File: src/rtl/core/sbf_pkg.sv
// ----------------------------------------------------------------------------
// sbf_pkg
// Shared types, constants and saturation helpers for the cascade bounds fit.
// ----------------------------------------------------------------------------
package sbf_pkg;

  localparam int NumRegs = 7;
  localparam int IdxW    = 3;
  localparam int DistW   = 31;
  localparam int ProdW   = 48;
  localparam int SumW    = 50;

  // register indexes
  localparam logic [IdxW-1:0] RegRowXLo   = 3'd0;
  localparam logic [IdxW-1:0] RegRowXHi   = 3'd1;
  localparam logic [IdxW-1:0] RegRowYLo   = 3'd2;
  localparam logic [IdxW-1:0] RegRowYHi   = 3'd3;
  localparam logic [IdxW-1:0] RegRowZLo   = 3'd4;
  localparam logic [IdxW-1:0] RegRowZHi   = 3'd5;
  localparam logic [IdxW-1:0] RegTangents = 3'd6;

  localparam logic signed [31:0] QMax = 32'sh7fffffff;
  localparam logic signed [31:0] QMin = 32'sh80000000;

  localparam logic signed [32:0] PadXy    = 33'sd655360;
  localparam logic signed [32:0] PadZNear = 33'sd19660800;
  localparam logic signed [32:0] PadZFar  = 33'sd655360;

  // control word that travels with each stage
  typedef struct packed {
    logic valid;
    logic sat;
  } sbf_ctl_t;

  function automatic logic sat_ovf(input logic signed [SumW-1:0] v);
    logic signed [SumW-1:0] mx;
    logic signed [SumW-1:0] mn;
    mx = SumW'(QMax);
    mn = SumW'(QMin);
    return (v > mx) || (v < mn);
  endfunction

  function automatic logic signed [31:0] sat_q(input logic signed [SumW-1:0] v);
    logic signed [SumW-1:0] mx;
    logic signed [SumW-1:0] mn;
    mx = SumW'(QMax);
    mn = SumW'(QMin);
    if (v > mx) return QMax;
    if (v < mn) return QMin;
    return v[31:0];
  endfunction

endpackage

File: src/rtl/core/sbf_reduce.sv
// ----------------------------------------------------------------------------
// sbf_reduce
// Stages 4 and 5: min and max over the eight corners, then padded bounds.
// ----------------------------------------------------------------------------
module sbf_reduce import sbf_pkg::*; (
  input  logic                 clk,
  input  logic                 rst,
  input  logic                 en,
  input  sbf_ctl_t             ctl_in,
  input  logic signed [31:0]   coord [3][8],
  output sbf_ctl_t             ctl,
  output logic signed [31:0]   bound [6]
);

  logic signed [31:0] lo [3];
  logic signed [31:0] hi [3];
  logic signed [31:0] lo_next [3];
  logic signed [31:0] hi_next [3];
  logic signed [31:0] bound_next [6];
  logic               ovf_any;
  sbf_ctl_t           ctl_mid;

  // stage 4: extrema per axis
  always_comb begin
    for (int r = 0; r < 3; r++) begin
      lo_next[r] = QMax;
      hi_next[r] = QMin;
      for (int c = 0; c < 8; c++) begin
        if (coord[r][c] < lo_next[r]) lo_next[r] = coord[r][c];
        if (coord[r][c] > hi_next[r]) hi_next[r] = coord[r][c];
      end
    end
  end

  // stage 5: padding with saturation
  always_comb begin
    logic signed [SumW-1:0] s [6];
    s[0] = SumW'(lo[0]) - SumW'(PadXy);
    s[1] = SumW'(hi[0]) + SumW'(PadXy);
    s[2] = SumW'(lo[1]) - SumW'(PadXy);
    s[3] = SumW'(hi[1]) + SumW'(PadXy);
    s[4] = SumW'(lo[2]) - SumW'(PadZNear);
    s[5] = SumW'(hi[2]) + SumW'(PadZFar);
    ovf_any = 1'b0;
    for (int k = 0; k < 6; k++) begin
      bound_next[k] = sat_q(s[k]);
      ovf_any = ovf_any | sat_ovf(s[k]);
    end
  end

  always_ff @(posedge clk) begin
    if (rst) begin
      ctl_mid <= '0;
      ctl     <= '0;
    end else if (en) begin
      ctl_mid   <= ctl_in;
      ctl.valid <= ctl_mid.valid;
      ctl.sat   <= ctl_mid.sat | ovf_any;
    end
  end

  always_ff @(posedge clk) begin
    if (en) begin
      lo    <= lo_next;
      hi    <= hi_next;
      bound <= bound_next;
    end
  end

endmodule

File: config.mk
export PLATFORM = sky130hd
export DESIGN_NAME = sbf_reduce
export DESIGN_NICKNAME = d
export VERILOG_FILES = /design/src/rtl/core/sbf_pkg.sv /design/src/rtl/core/sbf_reduce.sv
export SDC_FILE = /design/constraint.sdc
export NUM_CORES = 2
export LEC_CHECK = 0
export ABC_CLOCK_PERIOD_IN_PS = 37700
export BUFFER_PORTS_ARGS = -buffer_cell sky130_fd_sc_hd__buf_2
export CAP_MARGIN = 40
export CORE_AREA = 2 2 377 379
export DETAILED_ROUTE_END_ITERATION = 12
export DIE_AREA = 0 0 379 381
export PLACE_DENSITY_LB_ADDON = 0.2
export REMOVE_ABC_BUFFERS = 1
export SLEW_MARGIN = 10
export SYNTH_ARGS = -nofsm -noshare
export SYNTH_HDL_FRONTEND = slang
export SYNTH_SLANG_ARGS = --single-unit
export TNS_END_PERCENT = 100
File: constraint.sdc
create_clock -name clk -period 37.7 [get_ports clk]
set_clock_uncertainty 0.2 [all_clocks]
set_input_delay 1.885 -clock clk [delete_from_list [all_inputs] [get_ports clk]]
set_output_delay 1.885 -clock clk [all_outputs]
set_load 0.02 [all_outputs]
### After elaboration in Yosys (flattened, before gate mapping)

Index checks and enable logic that the tools add are counted.

* register bits after elaboration: 388
* input port bits: 773
* output and inout bits: 194
* logic and storage cells: 184

* $add $sub $neg: 6
* magnitude comparators: 60
* muxes and demuxes: 90
* bitwise operators: 6
* reductions and logical operators: 6

Operators with widths (number)
* $mux 32: 72
* $gt 32x32->1: 21
* $lt 32x32->1: 21
* $gt 33x32->1 const B: 6
* $lt 33x32->1 const B: 6
* $add 32x21->33 const B: 3
* $gt 32x32->1 const B: 3
* $lt 32x32->1 const B: 3
* $sub 32x21->33 const B: 2
* $sub 32x26->33 const B: 1
* $mux 1: 18
* $logic_or 1x1->1: 6
* $or 1x1->1: 6

### Longest topological paths before layout

* word-level depth: 16
* mapped depth: 124
* mapped depth without buffers: 115

### Least setup slack after synthesis

OpenSTA, ideal clock, no wires.

* kind: input port to flip-flop
* from: input coord[249] (netlist name)
* to: register hi[31] (netlist name) (data pin)
* setup time: 267 ps
* arrival: 21118 ps
* required time: 37233 ps
* setup slack: 16114 ps
* cell stages on the path: 109
* path buffers: 12
* cells stage by stage: inv_1 -> ha_1 -> a21oi_1 -> nor2_1 -> a211oi_1 -> o221ai_1 -> a21boi_0 -> and2_1 -> clkbuf_1 -> clkbuf_1 -> buf_1 -> a21oi_1 -> ha_1 -> a21o_1 -> a21o_1 -> a21o_1 -> a21o_1 -> a211o_1 -> [73 not listed] -> and2_1 -> o41ai_2 -> buf_2 -> buf_4 -> mux2i_1 -> ha_1 -> a21o_1 -> a21oi_1 -> nor2b_1 -> o21ai_0 -> nand2b_1 -> a21oi_1 -> nor2b_1 -> o21ai_0 -> a31oi_1 -> nor3_1 -> clkbuf_1 -> o21ai_0

RTL lines
* start: declaration: RTL line sbf_reduce.sv:10 `input logic signed [31:0] coord [3][8],`
* end signal: assignment: RTL line sbf_reduce.sv:65 `hi <= hi_next;`
* end: declaration: RTL line sbf_reduce.sv:16 `logic signed [31:0] hi [3];`

==> PnR_summary.wiki <==
{| class="wikitable"
! Metric !! Value
|-
| Status || finished clean
|-
| Die width || 379 um
|-
| Arrival time of the worst setup path || 24.89 ns
|-
| Share of the cycle needed by the critical path after routing || 65.7%
|-
| Overflow left after global routing || 0
|-
| Layout Utilization || 52.0%
|-
| Commonest non-fill, non-tap cell in the layout || sky130_fd_sc_hd__ha_1
|-
| Count of standard-cell rows || 138
|-
| Total clock sinks || 388
|-
| Count of hold buffers inserted by post-cts repair || 0
|-
| Fraction of final layout cells with drive strength greater than 1 || 17.0%
|-
| Xor and xnor area share after synthesis || 1.18%
|-
| Average footprint of a synthesized cell || 8.04 sq um
|-
| Port-buffer cells || 966
|-
| Worst max-slew margin expressed relative to the limit || 38.7%
|-
| Basic-gate share of the synthesized area counting and, or, nand and nor cells || 17.2%
|-
| Layout Nets || 10921
|-
| Max-cap check violation count || 0
|-
| H-tree depth reported by CTS || 2
|-
| Mux cell area share after synthesis || 12.6%
|-
| Largest incremental delay on the critical path || 0.57 ns
|-
| CP Data Required Time || 37.82 ns
|-
| Number of buffers created by CTS || 37
|-
| Fraction of the yosys area taken by sequential cells || 18.0%
|-
| Largest net degree at the start of global routing || 77
|-
| Starting density of the core || 45.8%
|-
| Ratio of total power to cell area || 107 nW/um^2
|-
| Unrepaired setup endpoints after global routing || no
|-
| Yosys cell types || 100
|-
| Post-CTS Setup Inserts || 0
|-
| First DRT Iteration DRCs || 4218
|-
| Number of placed I/O pins || 967
|-
| Final Instance Area || 73100 sq um
|-
| Most used flip-flop cell after synthesis || sky130_fd_sc_hd__edfxtp_1
|-
| Part of the total power dissipated in the clock network || 5.1%
|-
| Number of storage elements in the synthesis netlist || 388
|-
| Crit path max-delay family || compound AO/OA/AOI/OAI gates
|-
| Via/cell ratio || 5.74
|-
| Total number of vias || 62351
|-
| Internal Pwr Total || 3.70 mW
|-
| Measured slew at the worst slew-check pin || 0.914 ns
|-
| CTS Root Buffer Type || sky130_fd_sc_hd__clkbuf_16
|-
| Fraction of the mapped netlist area in compound gates || 18.4%
|-
| Worst IR Drop VDD || 0.111 mV
|-
| FMAX || 0.0404 GHz
|-
| Type of destination of the critical path || flop
|-
| Comb power frac || 81.6%
|-
| Switching power summed over all nets || 4.11 mW
|-
| Post-place instance area || 71600 sq um
|-
| Share of synthesized flip-flops with an asynchronous set or reset || 0%
|-
| Number of buffer and inverter instances along the worst setup path || 11
|-
| Post-route ant nets || 0
|-
| Most used cell, CP || sky130_fd_sc_hd__a21oi_1
|-
| WS Path Type || primary input to flop
|-
| Part of the power in registers || 13.4%
|-
| Slowest CP cell || sky130_fd_sc_hd__a211oi_1
|-
| Clock transition time at the flip-flop clock pins of the worst setup and hold paths || 0.07 ns
|-
| Signed area change from the synthesized netlist to the final layout || 13.5%
|-
| Sw Share || 52.6%
|-
| Setup violation total in the final timing report || 0
|-
| Synth Warn # || 0
|-
| Startpoint Class || primary input
|-
| Post-synthesis adder-cell area fraction || 25.4%
|-
| Later-pin clock latency in the skew report || 0.59 ns
|-
| Placer's final routability congestion estimate || 1.03
|-
| Cell area after synthesis || 64400 sq um
|-
| Instance count of the mapped netlist || 8011
|-
| TNS Setup || 0 ns
|-
| CORE AREA || 141000 sq um
|-
| Quantity of gates resized following cts || 0
|-
| Wire length reported by the detailed router || 249 mm
|-
| DRC violation count after routing || 0
|-
| Via count of the first global-routing pass || 60935
|-
| Clock Tree Buf Depth || 3
|-
| Hold/Removal Path Class || flop to flop
|-
| Die Outline Area || 144000 sq um
|-
| TritonCTS clock tree || built
|-
| DP Wirelength || 217 mm
|-
| Number of pins with negative max-slew slack in the final report || 0
|-
| Y dimension of the die || 381 um
|-
| Final routed wire length divided by cell count || 22.9 um
|-
| Final hold violation count || 0
|-
| Period minus WS final || 24.77 ns
|-
| Leakage power of the design || 37.6 nW
|-
| Commonest non-fill, non-tap cells in the layout || sky130_fd_sc_hd__ha_1, sky130_fd_sc_hd__inv_1, sky130_fd_sc_hd__buf_2
|-
| Pre-Repair DR Iteration Count || 8
|-
| Antenna violations before repair || 205
|-
| GRT Total Usage || 33.3%
|-
| EDFF count, synth || 384
|-
| CP max FO || 63
|-
| Dominant combinational cell family by area after synthesis || adder cells
|-
| First-pass GRT wire length || 367 mm
|}
[worst reg2reg max path, stage by stage, from the launching register on]
cell                        delay (ns)
sky130_fd_sc_hd__edfxtp_1         0.53
sky130_fd_sc_hd__inv_1            0.11
sky130_fd_sc_hd__ha_1             0.26
sky130_fd_sc_hd__xor2_1           0.21
sky130_fd_sc_hd__or4_1            0.58
sky130_fd_sc_hd__or4_1            0.47
sky130_fd_sc_hd__nor3_1           0.24
sky130_fd_sc_hd__nand3_1          0.11
sky130_fd_sc_hd__a2111oi_0        0.60
sky130_fd_sc_hd__o21bai_2         0.29
sky130_fd_sc_hd__buf_8            0.23
sky130_fd_sc_hd__a311oi_1         0.27
[logic make-up (layout without fill, tap and decap cells)]
logic type | Yosys count | in the layout
and+or+nand+nor | 2282 | 2282
DFF | 388 | 388
buffers and inverters | 1220 | 2079
other | 0 | 98
muxes | 756 | 756
AOI/OAI and AO/OA | 1970 | 1970
xor gates and xnor gates | 87 | 87
adders and majority gates | 1308 | 1308
[power by group through the flow]
stage	Sequential (mW)	Clock (mW)	Combinational, mW
5_1_grt	1.06	0.418	7.09
2_1_floorplan	1.08	0	4.51
3_3_place_gp	1.05	0	6.13
4_1_cts	1.04	0.404	6.33
6_report	1.04	0.396	6.37
3_5_place_dp	1.05	0	6.30
[worst paths after layout]
| check | slack, ns | cells past startpoint | start | to |
|---|---|---|---|---|
| worst min-delay path | 0.30 | 2 | ctl[0]$_SDFFE_PP0P_ | ctl[0]$_SDFFE_PP0P_ |
| worst max-delay path | 12.93 | 119 | coord[225] | lo[0]$_DFFE_PP_ |
| worst min register to register | 0.30 | 2 | ctl[0]$_SDFFE_PP0P_ | ctl[0]$_SDFFE_PP0P_ |
| worst max register to register | 33.53 | 11 | lo[49]$_DFFE_PP_ | ctl[0]$_SDFFE_PP0P_ |
[synthesized netlist by cell type, drive strengths merged (29+ instances only)]
library cell | number | share of area [%]
ha | 1305 | 25
inv | 982 | 5.7
a21oi | 805 | 6.3
nor2 | 728 | 4.2
nand2 | 512 | 3.0
o21ai | 506 | 3.9
mux2i | 429 | 6.7
edfxtp | 384 | 18
a21o | 328 | 3.8
mux2 | 327 | 5.9
nand4 | 279 | 2.7
clkbuf | 199 | 1.2
nor2b | 177 | 1.7
nand2b | 145 | 1.4
nand3 | 115 | 0.89
nor3 | 96 | 0.76
nor4 | 50 | 0.51
xnor2 | 48 | 0.65
buf | 39 | 0.33
xor2 | 39 | 0.53
a211oi | 38 | 0.45
a31oi | 33 | 0.35
and3 | 33 | 0.32
and4 | 30 | 0.41
or3 | 29 | 0.28
[per-stage QoR]
step / cells / setup slack [ns] / power (mW) / hold WS, ns
final: 10858 / 12.93 / 7.80 / 0.295
after global routing: 10820 / 10.98 / 8.57 / 0.334
after CTS: 10760 / 13.15 / 7.77 / 0.296
after detailed placement: 10694 / 12.56 / 7.35 / 0.286
after global placement: 10683 / 12.47 / 7.18 / 0.276
after floorplan: 7773 / 5.34 / 5.59 / 0.260
[routing by layer]
layer	vias up	track usage [%]	part of all wire, %
met4	174	15.4	5.0
li1	30723	-	-
met5	-	0	0.45
met3	655	8.99	8.0
met2	1942	56.5	47
met1	28857	38.6	40
[layout make-up]
class / instances / area, sq um
fillers: 13773 / 67500
multi-input cells: 6403 / 48500
flip-flops and latches: 388 / 11600
repair buffers: 1031 / 5410
inverters: 982 / 3690
well taps: 1890 / 2360
clock buffers: 39 / 933
clock inverters: 27 / 352
diodes: 98 / 245
[registers in the layout (all words and copies together) (netlist names)]
register  count
bound       192
hi           96
lo           96
ctl           2
ctl_mid       2
Power figures use the tool's default switching activity.
